**src/sv/llb_pkg.sv**
```systemverilog
// Shared widths, register indexes, reset values and config bundle for the light decay blur.
package llb_pkg;

  localparam int unsigned LevelW   = 8;
  localparam int unsigned DecayW   = 9;
  localparam int unsigned CfgIdxW  = 2;
  localparam int unsigned CfgDataW = 9;
  localparam int unsigned ProdW    = LevelW + DecayW;

  // Register indexes on the config port
  localparam logic [CfgIdxW-1:0] RegEpsilon    = 2'd0;
  localparam logic [CfgIdxW-1:0] RegDecayAir   = 2'd1;
  localparam logic [CfgIdxW-1:0] RegDecaySolid = 2'd2;

  // Reset values
  localparam logic [LevelW-1:0] EpsilonRst    = 8'd2;
  localparam logic [DecayW-1:0] DecayAirRst   = 9'd230;
  localparam logic [DecayW-1:0] DecaySolidRst = 9'd150;

  typedef struct packed {
    logic [LevelW-1:0] epsilon;
    logic [DecayW-1:0] decay_air;
    logic [DecayW-1:0] decay_solid;
  } cfg_t;

endpackage

```
**src/sv/llb_cfg.sv**
```systemverilog
// Configuration register file: epsilon and the two decay factors.
module llb_cfg (
  input  logic                          clk_i,
  input  logic                          rst_ni,
  input  logic                          cfg_we_i,
  input  logic [llb_pkg::CfgIdxW-1:0]   cfg_idx_i,
  input  logic [llb_pkg::CfgDataW-1:0]  cfg_wdata_i,
  output llb_pkg::cfg_t                 cfg_o
);
  import llb_pkg::*;

  cfg_t cfg_q, cfg_d;

  // Decode the write; unknown indexes are dropped
  always_comb begin
    cfg_d = cfg_q;
    if (cfg_we_i) begin
      unique case (cfg_idx_i)
        RegEpsilon:    cfg_d.epsilon     = cfg_wdata_i[LevelW-1:0];
        RegDecayAir:   cfg_d.decay_air   = cfg_wdata_i[DecayW-1:0];
        RegDecaySolid: cfg_d.decay_solid = cfg_wdata_i[DecayW-1:0];
        default:       cfg_d = cfg_q;
      endcase
    end
  end

  always_ff @(posedge clk_i or negedge rst_ni) begin
    if (!rst_ni) begin
      cfg_q.epsilon     <= EpsilonRst;
      cfg_q.decay_air   <= DecayAirRst;
      cfg_q.decay_solid <= DecaySolidRst;
    end else begin
      cfg_q <= cfg_d;
    end
  end

  assign cfg_o = cfg_q;

endmodule

```
**src/sv/llb_lane.sv**
```systemverilog
// One color channel: epsilon cut, max with incoming, decayed carry register.
module llb_lane (
  input  logic                        clk_i,
  input  logic                        rst_ni,
  input  logic                        adv_i,
  input  logic                        first_i,
  input  logic [llb_pkg::LevelW-1:0]  level_i,
  input  logic [llb_pkg::DecayW-1:0]  decay_i,
  input  logic [llb_pkg::LevelW-1:0]  epsilon_i,
  output logic [llb_pkg::LevelW-1:0]  level_o
);
  import llb_pkg::*;

  logic [LevelW-1:0] carry_q, carry_d;
  logic [LevelW-1:0] carry;
  logic [LevelW-1:0] live;
  logic [ProdW-1:0]  prod;
  logic [DecayW-1:0] scaled;

  // Line start reloads the carry from the pixel itself
  assign carry = first_i ? level_i : carry_q;
  // Carry below epsilon counts as dark
  assign live  = (carry < epsilon_i) ? '0 : carry;
  assign level_o = (live < level_i) ? level_i : live;

  // Q1.8 decay, floor, saturate to the level range
  assign prod    = ProdW'(level_o) * ProdW'(decay_i);
  assign scaled  = prod[ProdW-1:LevelW];
  assign carry_d = scaled[DecayW-1] ? {LevelW{1'b1}} : scaled[LevelW-1:0];

  always_ff @(posedge clk_i or negedge rst_ni) begin
    if (!rst_ni) begin
      carry_q <= '0;
    end else if (adv_i) begin
      carry_q <= carry_d;
    end
  end

endmodule

```
**src/sv/line_light_decay_blur.sv**
```systemverilog
// Top level of the line light decay blur: input register, three lanes, result register.
//
// Usage:
//   Pixels of a line enter on the in channel (in_valid_i / in_stall_o) in order,
//   first_in_line_i marking the first pixel of each line. Each request gives one
//   result on the out channel (out_valid_o / out_stall_i) with the blurred RGB
//   levels and the fully_decayed flag.
//   A request accepted into the input register moves on to the result register,
//   and so to the outputs, whenever the result register is empty or being taken.
//   Throughput: one pixel per cycle while not stalled. The carried light of each
//   channel sits in a lane register updated in the same cycle the pixel moves
//   from the input to the result register (compare, max and an 8x9 multiply).
//   Stall: a held result keeps its payload; the input register still takes one
//   more request, and in_stall_o rises only while both registers are full and
//   the receiver stalls.
//   Reset: both registers empty, carried light zero, pending material air,
//   epsilon 2, air decay 230, solid decay 150.
//   Config writes (cfg_we_i, cfg_idx_i, cfg_wdata_i) take effect at the next
//   edge and are meant for an idle block.
module line_light_decay_blur (
  input  logic                          clk_i,
  input  logic                          rst_ni,
  // Configuration
  input  logic                          cfg_we_i,
  input  logic [llb_pkg::CfgIdxW-1:0]   cfg_idx_i,
  input  logic [llb_pkg::CfgDataW-1:0]  cfg_wdata_i,
  // Input pixels
  input  logic                          in_valid_i,
  output logic                          in_stall_o,
  input  logic [llb_pkg::LevelW-1:0]    red_in_i,
  input  logic [llb_pkg::LevelW-1:0]    green_in_i,
  input  logic [llb_pkg::LevelW-1:0]    blue_in_i,
  input  logic                          solid_i,
  input  logic                          first_in_line_i,
  input  logic                          edge_solid_i,
  // Results
  output logic                          out_valid_o,
  input  logic                          out_stall_i,
  output logic [llb_pkg::LevelW-1:0]    red_out_o,
  output logic [llb_pkg::LevelW-1:0]    green_out_o,
  output logic [llb_pkg::LevelW-1:0]    blue_out_o,
  output logic                          fully_decayed_o
);
  import llb_pkg::*;

  cfg_t cfg;

  logic              in_vld_q;
  logic [LevelW-1:0] in_red_q, in_green_q, in_blue_q;
  logic              in_solid_q, in_first_q, in_edge_q;
  logic              pend_solid_q;

  logic              out_vld_q;
  logic [LevelW-1:0] out_red_q, out_green_q, out_blue_q;
  logic              out_dead_q;

  logic              out_free, adv, in_acc;
  logic              pend_solid;
  logic [DecayW-1:0] decay;
  logic [LevelW-1:0] red_lvl, green_lvl, blue_lvl;
  logic              dead;

  llb_cfg u_cfg (
    .clk_i       (clk_i),
    .rst_ni      (rst_ni),
    .cfg_we_i    (cfg_we_i),
    .cfg_idx_i   (cfg_idx_i),
    .cfg_wdata_i (cfg_wdata_i),
    .cfg_o       (cfg)
  );

  // Handshake: result register frees when empty or taken
  assign out_free   = !out_vld_q || !out_stall_i;
  assign adv        = in_vld_q && out_free;
  assign in_stall_o = in_vld_q && !out_free;
  assign in_acc     = in_valid_i && !in_stall_o;

  // Input register
  always_ff @(posedge clk_i or negedge rst_ni) begin
    if (!rst_ni) begin
      in_vld_q <= 1'b0;
    end else if (!in_stall_o) begin
      in_vld_q <= in_valid_i;
    end
  end

  always_ff @(posedge clk_i) begin
    if (in_acc) begin
      in_red_q   <= red_in_i;
      in_green_q <= green_in_i;
      in_blue_q  <= blue_in_i;
      in_solid_q <= solid_i;
      in_first_q <= first_in_line_i;
      in_edge_q  <= edge_solid_i;
    end
  end

  // Material of the previous cell picks the decay
  assign pend_solid = in_first_q ? in_edge_q : pend_solid_q;
  assign decay      = pend_solid ? cfg.decay_solid : cfg.decay_air;

  always_ff @(posedge clk_i or negedge rst_ni) begin
    if (!rst_ni) begin
      pend_solid_q <= 1'b0;
    end else if (adv) begin
      pend_solid_q <= in_solid_q;
    end
  end

  llb_lane u_lane_red (
    .clk_i     (clk_i),
    .rst_ni    (rst_ni),
    .adv_i     (adv),
    .first_i   (in_first_q),
    .level_i   (in_red_q),
    .decay_i   (decay),
    .epsilon_i (cfg.epsilon),
    .level_o   (red_lvl)
  );

  llb_lane u_lane_green (
    .clk_i     (clk_i),
    .rst_ni    (rst_ni),
    .adv_i     (adv),
    .first_i   (in_first_q),
    .level_i   (in_green_q),
    .decay_i   (decay),
    .epsilon_i (cfg.epsilon),
    .level_o   (green_lvl)
  );

  llb_lane u_lane_blue (
    .clk_i     (clk_i),
    .rst_ni    (rst_ni),
    .adv_i     (adv),
    .first_i   (in_first_q),
    .level_i   (in_blue_q),
    .decay_i   (decay),
    .epsilon_i (cfg.epsilon),
    .level_o   (blue_lvl)
  );

  // All three channels dark
  assign dead = (red_lvl < cfg.epsilon) && (green_lvl < cfg.epsilon) &&
                (blue_lvl < cfg.epsilon);

  // Result register
  always_ff @(posedge clk_i or negedge rst_ni) begin
    if (!rst_ni) begin
      out_vld_q <= 1'b0;
    end else if (out_free) begin
      out_vld_q <= in_vld_q;
    end
  end

  always_ff @(posedge clk_i) begin
    if (adv) begin
      out_red_q   <= red_lvl;
      out_green_q <= green_lvl;
      out_blue_q  <= blue_lvl;
      out_dead_q  <= dead;
    end
  end

  assign out_valid_o     = out_vld_q;
  assign red_out_o       = out_red_q;
  assign green_out_o     = out_green_q;
  assign blue_out_o      = out_blue_q;
  assign fully_decayed_o = out_dead_q;

endmodule

```
**config.mk**
```make
export PLATFORM = sky130hd
export DESIGN_NAME = line_light_decay_blur
export DESIGN_NICKNAME = d
export VERILOG_FILES = /design/src/sv/llb_pkg.sv /design/src/sv/llb_cfg.sv /design/src/sv/llb_lane.sv /design/src/sv/line_light_decay_blur.sv
export SDC_FILE = /design/constraint.sdc
export NUM_CORES = 1
export LEC_CHECK = 0
export ABC_AREA = 1
export BUFFER_PORTS_ARGS = -buffer_cell sky130_fd_sc_hd__buf_4
export CAP_MARGIN = 0
export CORE_MARGIN = 8
export CORE_UTILIZATION = 60
export DETAILED_ROUTE_END_ITERATION = 6
export HOLD_SLACK_MARGIN = 0.03
export PLACE_DENSITY_LB_ADDON = 0.3
export SYNTH_ARGS = -nofsm -noshare
export SYNTH_HDL_FRONTEND = slang
export SYNTH_SLANG_ARGS = --single-unit
```
**constraint.sdc**
```tcl
create_clock -name clk_i -period 16.25 [get_ports clk_i]
set_input_delay 3.25 -clock clk_i [delete_from_list [all_inputs] [get_ports clk_i]]
set_output_delay 3.25 -clock clk_i [all_outputs]
set_load 0.02 [all_outputs]
```
==> results.md, run 1 <==
- Outcome: finished, final reports clean
- Hold buffers post-CTS: 0
- Ys flop type: edfxtp_1
- Tcrit/Tclk final: 55.30%
- Final GP Congestion: roughly 1
- Drt drc: 0
- FFs w/ async S/R, synth: 50.48%
- CTS tree: done
- Post-Syn Nets: 1908
- Leading area contributor after synthesis: fa_1
- Required time worst endpoint: 16.51 ns
- Layout fillers: 1778
- Tot GR Track Use: between 20 and 30%
- Layout cells sized above 1: a little under a tenth
- Syn avg cell area: about 7.9 sq um
- H-tree levels: 3
- Skew final: 0.01561 ns
- Synth top cells by count: nand2_1, inv_1, nor2_1
- Least-Margin Pin Slew: 1.228 ns
- Most used cell, CP: inv_1
- Worst Hold Depth: 2
- Crit-path slowest cell: o21ai_1
- Critical Path Start: in_first_q
- Cell area after synthesis: roughly 13000 sq um
- Endpoints failing setup: 0
- Synth area leaders: fa_1, ha_1, edfxtp_1, nand2_1, dfrtp_1
- WL final: 32870 um
- Drt initial violations: ~700
- Die W: ~160 um
- Synth Instances: 1580
- Maxcap violations: 0
- Fin nets: 1961
- Post_cts resized: 0
- Site Rows: 53
- Fin. Hold Viols: 0
- Worst min path class: flop to flop
- Root Driver: clkbuf_16
- Worst stage delay on the critical path: 0.80 ns
- Syn. warnings: 0
- Setup bufs post-CTS: 0
- DP HPWL: 25880 um
- Drt pass-1 iters: 5
- Crit path max fanout: 46
- Max-slew violations: 0
- Wirelength per Cell: ~17 um
- Initial antenna violation count: 0
- End of the critical path: u_lane_red.carry_q[7]
- ANT nets after route: 0
- Post-synth EDFFs: 52
- CP Capture Type: flop
- Global-route wire length before repair: 53750 um
- Syn-to-layout area delta: 8.830%
- Die height: around 160 um
- Core area: 20760 sq um
- CTS sink count: about 110
- Yosys reg bits: 105
- Clock Latency Late Sink: roughly 0.37 ns
- Max clock buf depth: 2
- Largest net degree at the start of global routing: 54
- Starting Density: ~60%
- DR vias: 10600
- RSZ-0062 raised after global routing: no
- Crit start category: flop
- Yosys cell types: 39
- CP arrival: 9.25 ns
- Crit path time final: 8.986 ns
- Gr ovfl total: 0
- Sequential area share after synthesis: 23.13%
- Fmax: 0.1113 GHz
- Crit Path Class: flop to flop
- Num CTS Buffers: 9
- Final TNS setup: 0 ns
- DR vias/cell: roughly 5.5
- Post-synth top area share: 19.63%
- FF-to-FF Start: in_first_q
- Vias in the first global route: between 10000 and 15000
- Buffers on Ports: 69
- Worst R2R End: u_lane_red.carry_q[7]
- I/O Pins: 70
- Die area: 25780 sq um
- Reg clk slew, reported paths: 0.09 ns
- R2r setup slk: between 7 and 8 ns
- Most frequent cell after synthesis: nand2_1
- Worst slew margin relative to its limit: 17.26%
- # diodes: 0
- FF-to-FF path depth: 33
==> logic make-up after synthesis <==
logic type	count (synthesis)	synth area share [%]
multiplexers	1	0.08979
flip-flops	105	23.13
AND/OR/NAND/NOR	660	21.74
XOR/XNOR	18	1.257
adder cells (fa/ha/maj)	285	35.80
AO/OA/AOI/OAI	192	8.421
buffers and inverters	319	9.568
==> cells in the final DEF (no fill, tap or decap), drive strengths merged, types with 10 or more instances in the layout <==
cell type / n
inv: 292
fa: 123
ha: 162
a21oi: 74
nand3: 50
nand2: 322
buf: 72
nor2: 260
dfstp: 10
edfxtp: 52
dfrtp: 43
o21ai: 91
==> metal layers <==
| layer | routed length [um] | global-route usage [%] | vias up | share of wire (%) |
|---|---|---|---|---|
| li1 | - | - | 5062 | - |
| met1 | 13580 | 32.52 | 5034 | 41 |
| met2 | 15280 | 42.29 | 415 | 46 |
| met3 | 2677 | 6.245 | 87 | 8.1 |
| met4 | 1327 | 11.30 | 0 | 4.0 |
| met5 | 0 | 0 | - | 0 |
==> flip-flops by register name, summed over array words and instances, names as in the netlist <==
signal                flops
u_cfg.cfg_o              26
blue_out_o                8
green_out_o               8
in_blue_q                 8
in_green_q                8
in_red_q                  8
red_out_o                 8
u_lane_blue.carry_q       8
u_lane_green.carry_q      8
u_lane_red.carry_q        8
fully_decayed_o           1
in_edge_q                 1
in_first_q                1
in_solid_q                1
in_vld_q                  1
out_valid_o               1
pend_solid_q              1
==> per-stage QoR <==
stage | instance area [sq um] | worst slack, ns | hold slack (ns) | instances | util, %
3_3_place_gp | 13320 | 7.631 | 0.4632 | 1897 | 64.16
4_1_cts | 13650 | 7.360 | 0.4920 | 1913 | 65.75
3_5_place_dp | 13320 | 7.383 | 0.4730 | 1897 | 64.16
6_report | 13650 | 7.264 | 0.4911 | 1913 | 65.75
2_1_floorplan | 12540 | 8.397 | 0.4340 | 1580 | -
5_1_grt | 13650 | 6.623 | 0.5127 | 1913 | 65.75
==> worst max-delay path, delay by kind of cell (launching register included) <==
family / cells / cell delay [ns]
flops: 1 / 0.48
compound gates: 10 / 3.26
simple gates: 10 / 1.24
buf+inv: 6 / 0.84
fa+ha+maj: 7 / 3.05
==> area by class of cell <==
| class | instances | area [sq um] | area share (%) |
|---|---|---|---|
| Clock buffer | 9 | 225.2 | 1.650 |
| Multi-Input combinational cell | 1156 | 8448 | 61.90 |
| Inverter | 289 | 1085 | 7.948 |
| Tap cell | 275 | 344.1 | 2.521 |
| Clock inverter | 7 | 105.1 | 0.7701 |
| Timing Repair Buffer | 72 | 540.5 | 3.960 |
| Sequential cell | 105 | 2900 | 21.25 |
==> how the worst min path moves through the flow <==
stage                          from               to  slack (ns)
finish               u_cfg.cfg_o[8]   u_cfg.cfg_o[8]        0.49
global placement         in_solid_q     pend_solid_q        0.46
detailed placement  u_cfg.cfg_o[12]  u_cfg.cfg_o[12]        0.47
global route        u_cfg.cfg_o[14]  u_cfg.cfg_o[14]        0.51
floorplan                  in_vld_q      out_valid_o        0.43
CTS                 u_cfg.cfg_o[12]  u_cfg.cfg_o[12]        0.49
Power of run 1 is left out: the tool's default activity adds up to more than one toggle a clock period on the data nets, which glitch-free logic cannot reach.
==> run 2: changes to the inputs <==
- ABC_AREA: 1 -> 0
- CORE_UTILIZATION: 60 -> 58
- clock period: 16.25 -> 7.5 ns (I/O delays scaled with it)
==> run 2 against run 1 <==
  * The flow now finishes with violations (setup timing)
  * First-iteration DRC count rose by 31%
  * Wire length grew 17%
  * Cell count decreased by 4.3%
  * Final area is 20% higher
  * Utilization up 12 points
  * Sequential share of layout area is 3.6 points lower
  * Critical path depth grew 4
  * Die area increased by 1.9%
  * Worst setup slack got worse by 8.3 ns
  * Fmax increased by 5.2%
  * Clock skew is 0.0019 ns higher
==> results.md, run 2 <==
- RSZ-0062 raised after global routing: yes
- Ys flop type: edfxtp_1
- Wirelength per Cell: 21.02 um (+22%)
- WL final: 38470 um (+17%)
- Largest net degree at the start of global routing: 56 (+3.7%)
- Yosys reg bits: 105 (unchanged)
- Setup ws final: -1.040 ns (-8.303 ns)
- H-tree levels: 3 (unchanged)
- Commonest cells after routing, fill and taps aside: buf_4, inv_1, nor2_1
- Fmax: 0.1171 GHz (+5.2%)
- CP bufs+invs: 8 (+2)
- Yosys cell types: 85 (+120%)
- Syn avg cell area: 9.775 sq um (+23%)
- Clock Latency Late Sink: 0.38 ns (about the same)
- Crit path max fanout: 8 (-83%)
- Final TNS setup: -16.26 ns (-16.26 ns)
- Final GP Congestion: 0.9277 (-5.2%)
- Crit start category: flop
- Top delay family on crit path: adder cells
- # diodes: 0 (unchanged)
- CP Capture Type: flop
- Die height: 162.1 um (+0.97%)
- Synth Instances: 1267 (-20%)
- Buffers on Ports: 69 (unchanged)
- Max clock buf depth: 2 (unchanged)
- Vias in the first global route: 11630 (+6.8%)
- Metal2 WL: 18700 um (+22%)
- I/O Pins: 70 (unchanged)
- ANT nets after route: 0 (unchanged)
- Required time worst endpoint: 7.76 ns (-8.75 ns)
- Crit path time final: 8.540 ns (-0.4466 ns)
- Drt pass-1 iters: 6 (+1)
- Cell area after synthesis: 12380 sq um (-1.2%)
- Global-route wire length before repair: 59190 um (+10%)
- Layout cells sized above 1: 36.66% (+27 points)
- Initial antenna violation count: 0 (unchanged)
- Worst slew margin relative to its limit: 24.93% (+7.7 points)
- CTS sink count: 105 (unchanged)
- Least-Margin Pin Slew: 1.104 ns (-0.1238 ns)
- Area used by multi-input combinational logic: 9656 sq um (+14%)
- DR vias/cell: 6.008 (+8.4%)
- Leading area contributor after synthesis: fa_1
- Gr ovfl total: 0 (unchanged)
- Syn-to-layout area delta: 32.58%
- Syn. warnings: 0 (unchanged)
- Root Driver: clkbuf_16
- Post-synth top area share: 19.88% (+0.25 points)
- DR top layer: met4
- Worst min path class: flop to flop
- Starting Density: 58.91% (-1.5 points)
- Synth area leaders: fa_1, ha_1, edfxtp_1, dfrtp_1, nor2_1
- Most frequent cell after synthesis: nor2_1
- Synth top cells by count: nor2_1, inv_1, ha_1
- Sequential area share after synthesis: 23.42% (+0.29 points)
- Drt drc: 0 (unchanged)
- Die area: 26280 sq um (+1.9%)
- Largest register FFs: 26 (unchanged)
- Outcome: finished with violations
- Core area: 21020 sq um (+1.3%)
- Num CTS Buffers: 9 (unchanged)
- Hold buffers post-CTS: 0 (unchanged)
- Layout fillers: 1230 (-31%)
- Crit Path Class: flop to flop
- Max-slew violations: 0 (unchanged)
- Fin. Hold Viols: 0 (unchanged)
- Skew final: 0.01750 ns (+0.001899 ns)
- Commonest non-fill, non-tap cell in the layout: buf_4
- Crit-path slowest cell: fa_1
- Met3 wire len: 2936 um (+9.7%)
- Tot GR Track Use: 28.43% (+2.4 points)
- DR vias: 10990 (+3.7%)
- Fin nets: 1878 (-4.2%)
- CP arrival: 8.80 ns (-0.45 ns)
- FFs w/ async S/R, synth: 50.48% (unchanged)
- CTS tree: done
- Tcrit/Tclk final: 113.9% (+59 points)
- Die W: 162.1 um (+0.97%)
- DP HPWL: 27390 um (+5.8%)
- Post-synth EDFFs: 52 (unchanged)
- Site Rows: 53 (unchanged)
- Endpoints failing setup: 24 (+24)
- Post-Syn Nets: 1595 (-16%)
- WL met1: 14740 um (+8.6%)
- Most used cell, CP: fa_1
- Drt initial violations: 927 (+31%)
- FF+latch area: 2900 sq um (unchanged)
- Reg clk slew, reported paths: 0.08 ns (about the same)
- Maxcap violations: 0 (unchanged)
- Worst stage delay on the critical path: 0.59 ns (-0.21 ns)
- Violated checks: setup timing
run 2: cell count changes in the layout (fill, tap and decap cells not counted), sizes merged, moves of 31 or more:
cell | before | now
a21o | 0 | 31
a21oi | 74 | 40
buf | 72 | 306
inv | 292 | 199
mux2 | 1 | 39
nand2 | 322 | 40
nor2 | 260 | 208
o21ai | 91 | 25
run 2: area by class of cell:
| cell class | count | share of cell area (%) |
|---|---|---|
| inverter | 197 | 4.504 |
| sequential | 105 | 17.66 |
| clock buffer | 9 | 1.372 |
| clock inverter | 7 | 0.6096 |
| tap | 275 | 2.096 |
| timing repair buffer | 306 | 14.95 |
| multi-input combinational | 931 | 58.81 |
run 2: what timing repair did:
| item | in CTS | in global routing |
|---|---|---|
| resized for setup | 61 | 54 |
| setup buffers | 28 | 23 |
| endpoints found under the setup margin | 24 | 24 |
| gates cloned | 1 | 0 |
| pin swaps | 45 | 56 |
run 2: cell families (layout without fill, tap and decap cells):
family / Yosys count / after routing / synth area share (%)
AND/OR/NAND/NOR: 376 / 376 / 14.22
adder cells (fa/ha/maj): 285 / 285 / 36.25
buffers and inverters: 231 / 519 / 7.456
AO/OA/AOI/OAI: 179 / 179 / 11.09
flip-flops: 105 / 105 / 23.42
multiplexers: 67 / 67 / 5.870
XOR/XNOR: 24 / 24 / 1.697
run 2: metrics by stage:
stage	worst slack [ns]	cell area (sq um)	hold WS (ns)	std cells	utilization [%]
floorplan	-0.4812	12940	0.4492	1267	-
global placement	-0.3295	15050	0.4750	1765	71.59
detailed placement	-0.5494	15050	0.4714	1765	71.59
CTS	-0.4389	15960	0.4918	1809	75.92
global route	-1.156	16420	0.5212	1830	78.11
finish	-1.040	16420	0.4897	1830	78.11
run 2: final timing paths:
| check | to | slack, ns | cells after the start | start |
|---|---|---|---|---|
| setup / recovery | u_lane_green.carry_q[7] | -1.04 | 37 | in_first_q |
| hold / removal | pend_solid_q | 0.49 | 1 | in_solid_q |
| setup reg to reg | u_lane_green.carry_q[7] | -1.04 | 37 | in_first_q |
| hold reg to reg | pend_solid_q | 0.49 | 1 | in_solid_q |
| max in group asynchronous | u_lane_blue.carry_q[0] | 5.83 | 1 | rst_ni |
| min in group asynchronous | u_cfg.cfg_o[13] | 1.18 | 1 | rst_ni |
run 2: metal layers:
metal / vias to the layer above / track usage, %
li1: 4833 / -
met1: 5416 / 34.44
met2: 576 / 47.77
met3: 169 / 5.290
met4: 0 / 14.44
met5: - / 0
Power of run 2 is left out for the same reason.
==> run 3: changes to the inputs <==
- CORE_ASPECT_RATIO: unset -> 0.5
- PLACE_DENSITY: unset -> 0.89
- PLACE_DENSITY_LB_ADDON: 0.3 -> unset
==> run 3 against run 2 <==
  * The flow finishes with violations (DRC, setup timing)
  * Flip-flop and latch count did not move
  * Wire length grew 8.4%
  * Final area shrank 1.4%
  * Cell count about the same
  * Critical path type unchanged
  * Critical endpoint is now u_lane_blue.carry_q[5]
==> results.md, run 3 (synthesized netlist as in run 2, its figures left out) <==
- Max clock buf depth: 2 (unchanged)
- Largest net degree at the start of global routing: 56 (unchanged)
- Gr ovfl total: 0 (unchanged)
- Drt drc: 2 (+2)
- DP HPWL: 29820 um (+8.9%)
- Crit Path Class: flop to flop
- Tot GR Track Use: 29.65% (+1.2 points)
- Buffers on Ports: 69 (unchanged)
- Wirelength per Cell: 22.81 um (+8.5%)
- CTS tree: done
- Violated checks: DRC, setup timing
- Area used by multi-input combinational logic: 9479 sq um (-1.8%)
- Drt initial violations: 1317 (+42%)
- Endpoints failing setup: 24 (unchanged)
- Least-Margin Pin Slew: 1.093 ns (-0.01106 ns)
- Skew final: 0.01873 ns (+0.001230 ns)
- Root Driver: clkbuf_16
- Worst stage delay on the critical path: 0.49 ns (-0.10 ns)
- RSZ-0062 raised after global routing: yes
- Worst min path class: flop to flop
- Crit path max fanout: 9 (+1)
- Final core occ: 78.06% (about the same)
- Layout cells sized above 1: 35.22% (-1.4 points)
- Tcrit/Tclk final: 109.6% (-4.3 points)
- Clock Latency Late Sink: 0.39 ns (about the same)
- WL final: 41720 um (+8.4%)
- DR vias: 11570 (+5.2%)
- Fmax: 0.1217 GHz (+3.9%)
- Worst slew margin relative to its limit: 25.68% (+0.75 points)
- Reg clk slew, reported paths: 0.08 ns (about the same)
- Commonest non-fill, non-tap cell in the layout: buf_4
- Drt pass-1 iters: 7 (+1)
- # diodes: 0 (unchanged)
- CP Capture Type: flop
- Die W: 222.7 um (+37%)
- Die area: 26570 sq um (+1.1%)
- Outcome: finished with violations
- Final GP Congestion: 0.9563 (+3.1%)
- Commonest cells after routing, fill and taps aside: buf_4, inv_1, nor2_1
- Global-route wire length before repair: 62970 um (+6.4%)
- Largest register FFs: 26 (unchanged)
- CTS sink count: 105 (unchanged)
- Maxcap violations: 0 (unchanged)
- Syn-to-layout area delta: 30.73%
- ANT nets after route: 0 (unchanged)
- Initial antenna violation count: 0 (unchanged)
- Num CTS Buffers: 9 (unchanged)
- Setup ws final: -0.7196 ns (+0.3201 ns)
- Crit-path slowest cell: fa_1
- Core area: 20740 sq um (-1.3%)
- Fin. Hold Viols: 0 (unchanged)
- Crit path time final: 8.220 ns (-0.3201 ns)
- DR vias/cell: 6.325 (+5.3%)
- CP arrival: 8.49 ns (-0.31 ns)
- Fin nets: 1879 (+0.053%)
- Starting Density: 59.71% (+0.80 points)
- Crit start category: flop
- Vias in the first global route: 12240 (+5.3%)
- Most used cell, CP: a21o_1
- Required time worst endpoint: 7.77 ns (about the same)
- H-tree levels: 3 (unchanged)
- FF+latch area: 2900 sq um (unchanged)
- Max-slew violations: 0 (unchanged)
- Site Rows: 37 (-30%)
- I/O Pins: 70 (unchanged)
- Layout fillers: 1144 (-7.0%)
- Die height: 119.3 um (-26%)
run 3: changes by cell type in the layout (fill, tap and decap cells not counted), moves of 4 or more:
cell	delta
buf_4	+5
buf_6	-4
fa_1	+5
fa_2	-5
ha_1	+9
ha_4	-10
run 3: layer usage:
metal  global-route usage (%)  part of all wire (%)
met4                    18.62                   7.2
met3                    8.033                    11
met2                    49.46                    46
met5                        0                     0
met1                    33.99                    35
run 3: timing repair:
action | in CTS | in global routing
gates resized for setup | 47 | 39
pin swaps | 27 | 25
setup buffers | 18 | 13
hold buffers | 0 | 0
setup endpoints to repair | 24 | 24
cloned | 1 | 0
run 3: through the flow:
stage / TNS [ns] / std cells / setup WS, ns / cell area (sq um) / hold slack, ns
3_5_place_dp: -17.42 / 1781 / -0.7729 / 15130 / 0.4858
3_3_place_gp: -9.388 / 1781 / -0.4080 / 15130 / 0.4599
5_1_grt: -21.88 / 1829 / -0.9836 / 16190 / 0.5175
4_1_cts: -11.53 / 1816 / -0.5041 / 15880 / 0.4962
2_1_floorplan: -8.145 / 1267 / -0.4812 / 12940 / 0.4492
6_report: -15.75 / 1829 / -0.7196 / 16190 / 0.4883
run 3: final cells by class:
cell class / instances / area share (%)
multi-input combinational: 932 / 58.55
timing repair buffer: 306 / 14.93
inverter: 197 / 4.567
clock buffer: 10 / 1.414
clock inverter: 6 / 0.5178
tap: 273 / 2.110
sequential: 105 / 17.91
run 3: path summary, 6_finish.rpt:
check / start / end / slack (ns) / cells past startpoint
hold reg to reg: in_vld_q / out_valid_o / 0.49 / 1
setup / recovery: in_first_q / u_lane_blue.carry_q[5] / -0.72 / 39
setup reg to reg: in_first_q / u_lane_blue.carry_q[5] / -0.72 / 39
min in group asynchronous: rst_ni / u_lane_green.carry_q[6] / 1.20 / 1
hold / removal: in_vld_q / out_valid_o / 0.49 / 1
max in group asynchronous: rst_ni / u_cfg.cfg_o[8] / 5.79 / 1
run 3: critical path: cells and delay by family, from the launching register on:
| kind | cells | cell delay (ns) |
|---|---|---|
| and+or+nand+nor | 6 | 0.95 |
| DFF | 1 | 0.41 |
| buffers and inverters | 10 | 1.17 |
| AOI/OAI and AO/OA | 14 | 2.55 |
| muxes | 2 | 0.45 |
| adders and majority gates | 7 | 2.54 |
Power of run 3 is left out for the same reason.
